`src/rtl/core/hcbd_pkg.sv`:
```
// Shared types, constants and helpers for the HTTP chunked body decoder.
// No dependencies; imported by every module of the decoder.
`timescale 1ns / 1ps

package hcbd_pkg;

   localparam logic [7:0] CH_CR = 8'h0D;
   localparam logic [7:0] CH_LF = 8'h0A;

   // Depth of the queue between the front and the back, and its pointer width.
   localparam int FIFO_DEPTH = 4;
   localparam int FIFO_AW    = 2;

   // One classified input byte, as handed from the front to the back.
   typedef struct packed {
      logic [7:0] data;       // the input byte
      logic       cr_emit;    // a held CR is released as body data first
      logic       byte_emit;  // the input byte itself is body data
      logic       done;       // final chunk seen, after this byte
      logic       err;        // sticky framing error, after this byte
   } rec_type;

   typedef struct packed {
      logic       valid;
      logic [3:0] value;
   } hex_type;

   function automatic hex_type hex_decode(input logic [7:0] c);
      hex_type h;
      h.valid = 1'b1;
      h.value = 4'd0;
      if (c >= 8'h30 && c <= 8'h39) begin
         h.value = 4'(c - 8'h30);
      end else if (c >= 8'h41 && c <= 8'h46) begin
         h.value = 4'(c - 8'h41 + 8'd10);
      end else if (c >= 8'h61 && c <= 8'h66) begin
         h.value = 4'(c - 8'h61 + 8'd10);
      end else begin
         h.valid = 1'b0;
      end
      return h;
   endfunction

endpackage

```
`src/rtl/core/http_chunked_body_decoder.sv`:
```
// Channel  Ports             Payload (lowest bit first)
// req      req_t*            tdata: in_byte[7:0]
// rsp      rsp_t*            tdata: data_byte[7:0], body_done, framing_error, zeros;
//                            tuser: is_data; tlast: last
//
// One byte is accepted per cycle while the queue has room; its results pass through
// the queue and then the registered result channel. A byte that releases a held CR
// with a data byte gives two beats, sent in turn; a four-entry queue lets the front keep
// taking bytes. Reset is synchronous; all framing state returns to size mode.
// A stalled rsp side fills the queue, after which req_tready drops.
// Top level of the HTTP chunked body decoder; depends on hcbd_pkg, hcbd_front,
// hcbd_fifo and hcbd_back.
`timescale 1ns / 1ps

module http_chunked_body_decoder
   import hcbd_pkg::*;
#(
   parameter int MAX_SIZE_DIGITS = 8
) (
   input  logic        clock,
   input  logic        reset,
   input  logic        req_tvalid,
   output logic        req_tready,
   input  logic [7:0]  req_tdata,   // [7:0] in_byte
   output logic        rsp_tvalid,
   input  logic        rsp_tready,
   output logic [15:0] rsp_tdata,   // [7:0] data_byte, [8] body_done, [9] framing_error
   output logic [0:0]  rsp_tuser,   // [0] is_data
   output logic        rsp_tlast
);

   logic       push;
   logic       not_full;
   logic       not_empty;
   logic       pop;
   rec_type    rec;
   rec_type    head;
   logic [7:0] data_byte;
   logic       is_data;
   logic       body_done;
   logic       framing_error;

   assign req_tready = not_full;
   assign push       = req_tvalid && not_full;

   hcbd_front #(
      .MAX_SIZE_DIGITS(MAX_SIZE_DIGITS)
   ) u_front (
      .clock   (clock),
      .reset   (reset),
      .push    (push),
      .in_byte (req_tdata),
      .rec     (rec)
   );

   hcbd_fifo u_fifo (
      .clock     (clock),
      .reset     (reset),
      .push      (push),
      .push_rec  (rec),
      .not_full  (not_full),
      .pop       (pop),
      .not_empty (not_empty),
      .head      (head)
   );

   hcbd_back u_back (
      .clock         (clock),
      .reset         (reset),
      .not_empty     (not_empty),
      .head          (head),
      .pop           (pop),
      .out_valid     (rsp_tvalid),
      .out_ready     (rsp_tready),
      .data_byte     (data_byte),
      .is_data       (is_data),
      .body_done     (body_done),
      .framing_error (framing_error),
      .last          (rsp_tlast)
   );

   assign rsp_tdata = {6'd0, framing_error, body_done, data_byte};
   assign rsp_tuser = is_data;

endmodule

```
`src/rtl/core/hcbd_front.sv`:
```
// Front end of the chunked body decoder: parses each byte and updates the framing state.
// Depends on hcbd_pkg; feeds one rec_type per accepted byte into the queue.
`timescale 1ns / 1ps

module hcbd_front
   import hcbd_pkg::*;
#(
   parameter int MAX_SIZE_DIGITS = 8
) (
   input  logic       clock,
   input  logic       reset,
   input  logic       push,
   input  logic [7:0] in_byte,
   output rec_type    rec
);

   localparam int CntW = $clog2(MAX_SIZE_DIGITS + 1);

   logic            in_chunk_data_ff, in_chunk_data_in;
   logic            cr_pending_ff,    cr_pending_in;
   logic [31:0]     size_accum_ff,    size_accum_in;
   logic            size_stopped_ff,  size_stopped_in;
   logic [CntW-1:0] digit_cnt_ff,     digit_cnt_in;
   logic [31:0]     expected_len_ff,  expected_len_in;
   logic [31:0]     received_len_ff,  received_len_in;
   logic            finished_ff,      finished_in;
   logic            error_ff,         error_in;

   logic            cr_emit;
   logic            byte_emit;
   logic            handled;
   logic            size_in_use;
   logic [7:0]      size_byte;
   hex_type         hx;
   logic [32:0]     rx_sum;

   always_comb begin
      in_chunk_data_in = in_chunk_data_ff;
      cr_pending_in    = cr_pending_ff;
      size_accum_in    = size_accum_ff;
      size_stopped_in  = size_stopped_ff;
      digit_cnt_in     = digit_cnt_ff;
      expected_len_in  = expected_len_ff;
      finished_in      = finished_ff;
      error_in         = error_ff;
      cr_emit          = 1'b0;
      byte_emit        = 1'b0;
      handled          = 1'b0;
      size_in_use      = 1'b0;
      size_byte        = in_byte;
      received_len_in  = received_len_ff;

      if (!finished_ff) begin
         if (cr_pending_ff) begin
            cr_pending_in = 1'b0;
            if (in_byte == CH_LF) begin
               handled = 1'b1;
               if (!in_chunk_data_ff) begin
                  expected_len_in = size_accum_ff;
                  size_accum_in   = '0;
                  size_stopped_in = 1'b0;
                  digit_cnt_in    = '0;
                  if (size_accum_ff == 32'd0) begin
                     finished_in = 1'b1;
                  end else begin
                     in_chunk_data_in = 1'b1;
                  end
               end else begin
                  if (received_len_ff != expected_len_ff) begin
                     error_in = 1'b1;
                  end
                  in_chunk_data_in = 1'b0;
               end
            end else if (in_chunk_data_ff) begin
               cr_emit = 1'b1;
            end else begin
               // A lone CR on the size line is a non-hex byte and ends the size.
               size_stopped_in = 1'b1;
            end
         end
         if (!handled) begin
            if (in_byte == CH_CR) begin
               cr_pending_in = 1'b1;
            end else if (in_chunk_data_ff) begin
               byte_emit = 1'b1;
            end else begin
               size_in_use = 1'b1;
            end
         end
      end

      hx = hex_decode(size_byte);
      if (size_in_use && !size_stopped_in) begin
         if (!hx.valid) begin
            size_stopped_in = 1'b1;
         end else if (digit_cnt_ff >= CntW'(MAX_SIZE_DIGITS)) begin
            error_in        = 1'b1;
            size_stopped_in = 1'b1;
         end else begin
            size_accum_in = {size_accum_ff[27:0], hx.value};
            digit_cnt_in  = digit_cnt_ff + 1'b1;
         end
      end

      // Count up to two data bytes per input byte, saturating at all ones; a CR LF clears the count.
      rx_sum = {1'b0, received_len_ff} + 33'(cr_emit) + 33'(byte_emit);
      if (handled) begin
         received_len_in = '0;
      end else if (rx_sum[32]) begin
         received_len_in = '1;
      end else begin
         received_len_in = rx_sum[31:0];
      end
   end

   assign rec.data      = in_byte;
   assign rec.cr_emit   = cr_emit;
   assign rec.byte_emit = byte_emit;
   assign rec.done      = finished_in;
   assign rec.err       = error_in;

   always_ff @(posedge clock) begin
      if (reset) begin
         in_chunk_data_ff <= 1'b0;
         cr_pending_ff    <= 1'b0;
         size_accum_ff    <= '0;
         size_stopped_ff  <= 1'b0;
         digit_cnt_ff     <= '0;
         expected_len_ff  <= '0;
         received_len_ff  <= '0;
         finished_ff      <= 1'b0;
         error_ff         <= 1'b0;
      end else if (push) begin
         in_chunk_data_ff <= in_chunk_data_in;
         cr_pending_ff    <= cr_pending_in;
         size_accum_ff    <= size_accum_in;
         size_stopped_ff  <= size_stopped_in;
         digit_cnt_ff     <= digit_cnt_in;
         expected_len_ff  <= expected_len_in;
         received_len_ff  <= received_len_in;
         finished_ff      <= finished_in;
         error_ff         <= error_in;
      end
   end

endmodule

```
`src/rtl/core/hcbd_fifo.sv`:
```
// Short queue of classified bytes between the decoder front and back.
// Depends on hcbd_pkg for rec_type and the queue depth.
`timescale 1ns / 1ps

module hcbd_fifo
   import hcbd_pkg::*;
(
   input  logic    clock,
   input  logic    reset,
   input  logic    push,
   input  rec_type push_rec,
   output logic    not_full,
   input  logic    pop,
   output logic    not_empty,
   output rec_type head
);

   rec_type            mem [FIFO_DEPTH];
   logic [FIFO_AW-1:0] wr_ptr_ff, wr_ptr_in;
   logic [FIFO_AW-1:0] rd_ptr_ff, rd_ptr_in;
   logic [FIFO_AW:0]   count_ff,  count_in;

   assign not_full  = (count_ff != (FIFO_AW + 1)'(FIFO_DEPTH));
   assign not_empty = (count_ff != '0);
   assign head      = mem[rd_ptr_ff];

   always_comb begin
      wr_ptr_in = push ? wr_ptr_ff + 1'b1 : wr_ptr_ff;
      rd_ptr_in = pop  ? rd_ptr_ff + 1'b1 : rd_ptr_ff;
      count_in  = count_ff + (FIFO_AW + 1)'(push) - (FIFO_AW + 1)'(pop);
   end

   always_ff @(posedge clock) begin
      if (push) begin
         mem[wr_ptr_ff] <= push_rec;
      end
   end

   always_ff @(posedge clock) begin
      if (reset) begin
         wr_ptr_ff <= '0;
         rd_ptr_ff <= '0;
         count_ff  <= '0;
      end else begin
         wr_ptr_ff <= wr_ptr_in;
         rd_ptr_ff <= rd_ptr_in;
         count_ff  <= count_in;
      end
   end

endmodule

```
`src/rtl/core/hcbd_back.sv`:
```
// Back end of the chunked body decoder: turns queued records into result beats.
// Depends on hcbd_pkg; holds the registered result channel.
`timescale 1ns / 1ps

module hcbd_back
   import hcbd_pkg::*;
(
   input  logic       clock,
   input  logic       reset,
   input  logic       not_empty,
   input  rec_type    head,
   output logic       pop,
   output logic       out_valid,
   input  logic       out_ready,
   output logic [7:0] data_byte,
   output logic       is_data,
   output logic       body_done,
   output logic       framing_error,
   output logic       last
);

   logic       out_valid_ff, out_valid_in;
   logic       pend_ff,      pend_in;
   logic [7:0] data_ff,      data_in;
   logic       is_data_ff,   is_data_in;
   logic       done_ff,      done_in;
   logic       err_ff,       err_in;
   logic       last_ff,      last_in;
   logic [7:0] pend_byte_ff, pend_byte_in;
   logic       can_load;

   always_comb begin
      can_load     = !out_valid_ff || out_ready;
      pop          = 1'b0;
      out_valid_in = out_valid_ff;
      pend_in      = pend_ff;
      data_in      = data_ff;
      is_data_in   = is_data_ff;
      done_in      = done_ff;
      err_in       = err_ff;
      last_in      = last_ff;
      pend_byte_in = pend_byte_ff;
      if (can_load) begin
         if (pend_ff) begin
            // Second beat of a byte that released a held CR; status is unchanged.
            out_valid_in = 1'b1;
            pend_in      = 1'b0;
            data_in      = pend_byte_ff;
            is_data_in   = 1'b1;
            last_in      = 1'b1;
         end else if (not_empty) begin
            pop          = 1'b1;
            out_valid_in = 1'b1;
            done_in      = head.done;
            err_in       = head.err;
            pend_byte_in = head.data;
            pend_in      = head.cr_emit && head.byte_emit;
            last_in      = !(head.cr_emit && head.byte_emit);
            if (head.cr_emit) begin
               data_in    = CH_CR;
               is_data_in = 1'b1;
            end else if (head.byte_emit) begin
               data_in    = head.data;
               is_data_in = 1'b1;
            end else begin
               data_in    = 8'd0;
               is_data_in = 1'b0;
            end
         end else begin
            out_valid_in = 1'b0;
         end
      end
   end

   always_ff @(posedge clock) begin
      if (reset) begin
         out_valid_ff <= 1'b0;
         pend_ff      <= 1'b0;
      end else begin
         out_valid_ff <= out_valid_in;
         pend_ff      <= pend_in;
      end
      data_ff      <= data_in;
      is_data_ff   <= is_data_in;
      done_ff      <= done_in;
      err_ff       <= err_in;
      last_ff      <= last_in;
      pend_byte_ff <= pend_byte_in;
   end

   assign out_valid     = out_valid_ff;
   assign data_byte     = data_ff;
   assign is_data       = is_data_ff;
   assign body_done     = done_ff;
   assign framing_error = err_ff;
   assign last          = last_ff;

   a_pend_has_beat: assert property (@(posedge clock) disable iff (reset)
      pend_ff |-> out_valid_ff)
      else $error("second beat pending without a first beat on the output");

   a_not_last_pend: assert property (@(posedge clock) disable iff (reset)
      (out_valid_ff && !last_ff) |-> pend_ff)
      else $error("non-final beat shown without a second beat pending");

   a_second_beat: assert property (@(posedge clock) disable iff (reset)
      (out_valid_ff && !last_ff && out_ready) |=> (out_valid_ff && last_ff && is_data_ff))
      else $error("first of two beats was not followed by a final data beat");

endmodule

```
`config.mk`:
```
export PLATFORM = sky130hd
export DESIGN_NAME = http_chunked_body_decoder
export DESIGN_NICKNAME = d
export VERILOG_FILES = /design/src/rtl/core/hcbd_pkg.sv /design/src/rtl/core/http_chunked_body_decoder.sv /design/src/rtl/core/hcbd_front.sv /design/src/rtl/core/hcbd_fifo.sv /design/src/rtl/core/hcbd_back.sv
export SDC_FILE = /design/constraint.sdc
export NUM_CORES = 1
export LEC_CHECK = 0
export ABC_CLOCK_PERIOD_IN_PS = 4100
export BUFFER_PORTS_ARGS = -buffer_cell sky130_fd_sc_hd__buf_2
export CORE_MARGIN = 10
export CORE_UTILIZATION = 55
export DETAILED_ROUTE_END_ITERATION = 10
export PLACE_DENSITY = 0.71
export SLEW_MARGIN = 20
export SYNTH_ARGS = -nofsm -noshare
export SYNTH_HDL_FRONTEND = slang
export SYNTH_SLANG_ARGS = --single-unit
```
`constraint.sdc`:
```
create_clock -name clock -period 4.1 [get_ports clock]
set_clock_uncertainty 0.05 [all_clocks]
set_input_delay 0.41 -clock clock [delete_from_list [all_inputs] [get_ports clock]]
set_output_delay 0.41 -clock clock [all_outputs]
set_load 0.02 [all_outputs]
```
==> impl_metrics.env, run 1 <==
export IMPL_slew_violations=0
export IMPL_p_clk_frac=0.330
export IMPL_path_clk_slew_ns=0.07
export IMPL_final_seq_area_um2=4360
export IMPL_syn_instance_count=748
export IMPL_async_flop_share=0
export IMPL_start_util=0.567
export IMPL_root_buffer="clkbuf_16"
export IMPL_seq_area_frac_synth=0.549
export IMPL_postCtsHoldBufs=0
export IMPL_p_leak_nw=3.37
export IMPL_diodes=0
export IMPL_synth_area_per_cell_um2=10.6
export IMPL_power_mw=4.55
export IMPL_synth_main_ff_cell="dfxtp_1"
export IMPL_p_comb_frac=0.173
export IMPL_drc=0
export IMPL_slew_limit_headroom=0.437
export IMPL_die_area_um2=19700
export IMPL_cts_sinks=184
export IMPL_viasPerCell=6.06
export IMPL_ctsResizeCount=0
export IMPL_finalCriticalPeriod_ns=3.76
export IMPL_maxCapViolCount=0
export IMPL_die_w_um=140
export IMPL_synth_yosys_warnings=0
export IMPL_synthToLayoutAreaGrowth_pct=10.7
export IMPL_syn_cell_area_um2=7960
export IMPL_final_common_cell="dfxtp_1"
export IMPL_layout_nets=796
export IMPL_wire_per_inst_um=18.7
export IMPL_grt_overflow=0
export IMPL_antenna_found_initial=0
export IMPL_clockBufferDepth=2
export IMPL_gp_congestion=0.904
export IMPL_grt_total_usage=0.183
export IMPL_ys_types=59
export IMPL_vdd_drop_max_mv=0.337
export IMPL_fmax_ghz=0.266
export IMPL_cts_buffers=17
export IMPL_grt_first_pass_wirelength_mm=29.4
export IMPL_multi_input_area_um2=3310
export IMPL_crit_required_ns=4.38
export IMPL_final_util=0.627
export IMPL_end_kind="flip-flop"
export IMPL_hold_path_class="in2reg"
export IMPL_drtPass1Iterations=5
export IMPL_synth_seq_cells=184
export IMPL_status="finished, final reports clean"
export IMPL_htreeDepth=4
export IMPL_worst_slew_pin_transition_ns=0.844
export IMPL_drive_above_1_share=0.133
export IMPL_crit_chain="buf_2 -> inv_1 -> ha_1 -> and2_1 -> o211ai_1 -> nand3b_1 -> fa_1 -> inv_1 -> ha_1 -> nand3_1 -> or4_1 -> or4_1 -> buf_4 -> a21oi_2 -> nor2_1 -> a311oi_2"
export IMPL_dpl_cell_area_um2=8260
export IMPL_whs_ns=0.206
export IMPL_drt_iter0_drc=615
export IMPL_p_per_area_nw_per_um2=517
export IMPL_p_sw_mw=1.30
export IMPL_layout_common_cells="dfxtp_1 (116), nand2_1 (98), edfxtp_1 (68)"
export IMPL_hold_violations=0
export IMPL_totalWireLength_mm=18.0
export IMPL_postCtsSetupBuffers=0
export IMPL_fp_coreArea_um2=14000
export IMPL_arrival_ns=4.04
export IMPL_seq_power_share=0.497
export IMPL_stdcell_area_um2=8800
export IMPL_tns_ns=0
export IMPL_crit_type="in2reg"
export IMPL_crit_fanout=9
export IMPL_switching_share=0.285
export IMPL_grt_pass1_vias=5516
export IMPL_hpwl_mm=12.6
export IMPL_p_int_mw=3.25
export IMPL_via_count=5826
export IMPL_synth_edf_count=68
export IMPL_rsz0062_at_grt="false"
export IMPL_grt_max_degree=50
export IMPL_ant_nets=0
export IMPL_slowest_stage="or4_1"
export IMPL_clk_latency_ns=0.43
export IMPL_cts_tree="built"
export IMPL_row_count=43
export IMPL_dieHeight_um=140
export IMPL_finalCritPeriodShare=0.918
export IMPL_ios=32
export IMPL_start_kind="input pin"
export IMPL_slowest_delay_ns=0.62
export IMPL_setup_viol=0
export IMPL_io_buffers=25
export IMPL_nFillCells=1092
[critical path, delay by kind of cell]
family | cells | cell delay (ns)
AOI/OAI and AO/OA | 3 | 0.62
adders and majority gates | 3 | 0.88
buffers and inverters | 4 | 0.47
and+or+nand+nor | 6 | 1.66
[flip-flops by register name, indices dropped and copies added, names as in the netlist, 2 cells and up, named ones only]
| signal | flops |
|---|---|
| u_fifo.count_ff | 3 |
| u_front.size_accum_ff | 32 |
| u_fifo.rd_ptr_ff | 2 |
| u_front.digit_cnt_ff | 4 |
| u_front.received_len_ff | 32 |
| u_front.expected_len_ff | 32 |
| u_fifo.mem | 48 |
| u_back.data_byte | 8 |
| u_fifo.wr_ptr_ff | 2 |
| u_back.pend_byte_ff | 8 |
[layer usage]
metal,vias to the layer above,track usage,wire [um]
li1,2780,-,-
met4,0,0.0538,175
met2,193,0.267,8190
met1,2836,0.264,8340
met5,-,0,0
met3,17,0.0396,1270
[final timing paths]
kind / start / endpoint / slack, ns / cells past startpoint
worst max-delay path: req_tdata[1] / u_front.received_len_ff[15] / 0.34 / 16
worst min-delay path: req_tdata[5] / u_fifo.mem[1][9] / 0.21 / 1
worst max register to register: u_front.cr_pending_ff / u_front.received_len_ff[15] / 0.36 / 13
worst min register to register: u_front.expected_len_ff[17] / u_front.expected_len_ff[17] / 0.42 / 2
[cells in the mapped netlist, types with 4 or more instances]
cell type,n,area (um^2)
a21oi_1,59,295
a22o_1,41,359
a311oi_1,6,52.6
a31oi_1,14,87.6
a41oi_1,4,35.0
and2_1,4,25.0
and3_1,13,81.3
buf_1,4,15.0
buf_2,6,30.0
buf_4,8,60.1
clkbuf_1,31,116
dfxtp_1,116,2320
edfxtp_1,68,2040
ha_1,13,163
inv_1,19,71.3
mux4_2,12,270
nand2_1,99,372
nand3_1,15,75.1
nand4_1,11,68.8
nor2_1,37,139
nor2b_1,8,50.1
nor3_1,13,65.1
nor4_1,23,144
o211ai_1,4,30.0
o21ai_0,25,125
o221a_2,4,45.0
or3_1,4,25.0
xnor2_1,5,43.8
xor2_1,35,307
[layout make-up]
cell class / instances / share of cell area
Clock buffer: 22 / 0.0527
Inverter: 19 / 0.00810
Timing Repair Buffer: 47 / 0.0330
Clock inverter: 10 / 0.00839
Sequential cell: 184 / 0.496
Multi-Input combinational cell: 500 / 0.376
Tap cell: 180 / 0.0256
[cells by family after synthesis]
kind of cell / share of synthesized area
AOI/OAI and AO/OA: 0.149
DFF: 0.549
and+or+nand+nor: 0.155
adders and majority gates: 0.0255
other: 0.000471
muxes: 0.0392
xor gates and xnor gates: 0.0440
buffers and inverters: 0.0382
[through the flow]
stage	instances	worst slack, ns
floorplan	753	0.258
detailed placement	930	-0.0795
CTS	962	0.372
global route	962	0.0169
finish	962	0.338
global placement	930	0.0600
[power by group through the flow]
stage,sequential (mW),clock (mW),combinational (mW)
global placement,2.29,0,0.747
CTS,2.27,1.51,0.792
finish,2.26,1.50,0.787
global route,2.29,1.60,0.868
detailed placement,2.31,0,0.787
floorplan,2.32,0,0.526
No activity file was read; power rests on OpenSTA's default activity.
==> inputs of run 2 (changes only) <==
--- a/config.mk
+++ b/config.mk
@@ -7,9 +7,10 @@
 export LEC_CHECK = 0
 export ABC_CLOCK_PERIOD_IN_PS = 4100
 export BUFFER_PORTS_ARGS = -buffer_cell sky130_fd_sc_hd__buf_2
-export CORE_MARGIN = 10
+export CORE_MARGIN = 2
 export CORE_UTILIZATION = 55
 export DETAILED_ROUTE_END_ITERATION = 10
+export MAX_ROUTING_LAYER = met4
 export PLACE_DENSITY = 0.71
 export SLEW_MARGIN = 20
 export SYNTH_ARGS = -nofsm -noshare
==> constraint.sdc (replaced) <==
create_clock -name clock -period 4.1 [get_ports clock]
set_clock_uncertainty 0.05 [all_clocks]
set_input_delay 0.41 -clock clock [delete_from_list [all_inputs] [get_ports clock]]
set_output_delay 0.41 -clock clock [all_outputs]
set_load 0.05 [all_outputs]
==> run 2 against run 1 <==
Against the previous run: non-clock buffer count decreased by 1; setup slack got worse by 0.019 ns; critical endpoint is now u_front.received_len_ff[0]; flip-flop and latch count unchanged; cell area increased by 0.36%; first-iteration DRC count decreased by 12%; fmax decreased by 0.50%.
==> impl_metrics.env, run 2 (synthesis gave the netlist of run 1 again) <==
export IMPL_grt_pass1_vias=5760
export IMPL_fin_cells=961
export IMPL_synthToLayoutAreaGrowth_pct=11.1
export IMPL_hpwl_mm=12.6
export IMPL_htreeDepth=4
export IMPL_grt_max_degree=48
export IMPL_antenna_found_initial=0
export IMPL_regMostFlops="u_fifo.mem"
export IMPL_clockBufferDepth=2
export IMPL_finalCriticalPeriod_ns=3.78
export IMPL_grt_overflow=0
export IMPL_dieHeight_um=124
export IMPL_largest_reg_flops=48
export IMPL_end_kind="flip-flop"
export IMPL_totalWireLength_mm=18.1
export IMPL_path_clk_slew_ns=0.07
export IMPL_die_w_um=124
export IMPL_slowest_stage="or4_1"
export IMPL_fmax_ghz=0.264
export IMPL_p_per_area_nw_per_um2=544
export IMPL_cts_buffers=17
export IMPL_post_place_cells=929
export IMPL_holdCritStartpoint="req_tdata[5]"
export IMPL_postCtsHoldBufs=0
export IMPL_grtUsageMet2=0.359
export IMPL_rsz0062_at_grt="false"
export IMPL_row_count=43
export IMPL_drtPass1Iterations=5
export IMPL_grt_total_usage=0.247
export IMPL_ant_nets=0
export IMPL_finalCritPeriodShare=0.922
export IMPL_ios=32
export IMPL_ctsResizeCount=0
export IMPL_hold_violations=0
export IMPL_cts_tree="built"
export IMPL_die_area_um2=15400
export IMPL_cts_sinks=184
export IMPL_nFillCells=1130
export IMPL_slowest_delay_ns=0.57
export IMPL_grt_busiest_layer="met2"
export IMPL_worst_slew_pin_transition_ns=0.794
export IMPL_clk_latency_ns=0.43
export IMPL_viasPerCell=6.20
export IMPL_root_buffer="clkbuf_16"
export IMPL_grt_first_pass_wirelength_mm=29.8
export IMPL_start_util=0.569
export IMPL_power_mw=4.80
export IMPL_dpl_cell_area_um2=8250
export IMPL_drc=0
export IMPL_io_buffers=25
export IMPL_maxCapViolCount=0
export IMPL_fp_coreArea_um2=14000
export IMPL_crit_type="in2reg"
export IMPL_layout_nets=795
export IMPL_met1_usage=0.350
export IMPL_crit_fanout=11
export IMPL_p_leak_nw=3.38
export IMPL_stdcell_area_um2=8830
export IMPL_use_met3=0.0520
export IMPL_drt_iter0_drc=542
export IMPL_final_common_cell="dfxtp_1"
export IMPL_drive_above_1_share=0.133
export IMPL_setup_viol=0
export IMPL_postCtsSetupBuffers=0
export IMPL_slew_violations=0
export IMPL_via_count=5961
export IMPL_diodes=0
export IMPL_wire_per_inst_um=18.9
export IMPL_gp_congestion=0.915
export IMPL_vdd_drop_max_mv=0.296
export IMPL_start_kind="input pin"
export IMPL_crit_family="simple AND/OR/NAND/NOR gates"
export IMPL_hold_path_class="in2reg"
export IMPL_status="finished, final reports clean"
export IMPL_crit_chain="buf_2 -> inv_1 -> ha_1 -> and2_1 -> o211ai_1 -> nand3b_1 -> fa_1 -> inv_1 -> ha_1 -> nand3_1 -> or4_1 -> or4_1 -> buf_4 -> a211oi_1 -> a21oi_1 -> nor2_1"
export IMPL_layout_common_cells="dfxtp_1 (116), nand2_1 (98), edfxtp_1 (68)"
export IMPL_timing_rr_start="u_front.cr_pending_ff"
export IMPL_cp_num_buf_inv=4
export IMPL_crit_required_ns=4.41
export IMPL_crit_start="req_tdata[1]"
export IMPL_slew_limit_headroom=0.466
export IMPL_arrival_ns=4.09
run 2: routing by layer:
metal  share of wire  wire [um]
met1            0.46       8340
met2            0.46       8250
met3           0.072       1300
met4           0.013        228
met5               0          0
run 2: area by class of cell:
type	instances	area, um^2	share of cell area
sequential	184	4360	0.494
multi-input combinational	500	3310	0.375
clock buffer	19	433	0.0490
timing repair buffer	46	283	0.0320
tap	180	225	0.0255
clock inverter	13	144	0.0163
inverter	19	71.3	0.00807
run 2: power breakdown:
group / total (mW) / internal, mW / switching, mW
sequential: 2.26 / 2.15 / 0.112
combinational: 0.925 / 0.292 / 0.633
clock: 1.62 / 0.906 / 0.711
run 2: worst paths after layout:
| kind | end | depth (start not counted) | slack, ns |
|---|---|---|---|
| worst min-delay path | u_fifo.mem[3][9] | 1 | 0.22 |
| worst max-delay path | u_front.received_len_ff[0] | 16 | 0.32 |
| worst max register to register | u_front.received_len_ff[0] | 13 | 0.35 |
| worst min register to register | u_front.expected_len_ff[18] | 2 | 0.42 |
run 2: metrics by stage:
stage	setup WS, ns	setup TNS, ns	utilization	hold WS, ns
finish	0.319	0	0.632	0.215
global route	0.149	0	0.632	0.214
CTS	0.362	0	0.631	0.206
detailed placement	-0.0459	-0.168	0.590	0.416
global placement	0.0605	0	0.590	0.411
floorplan	0.258	0	-	0.395
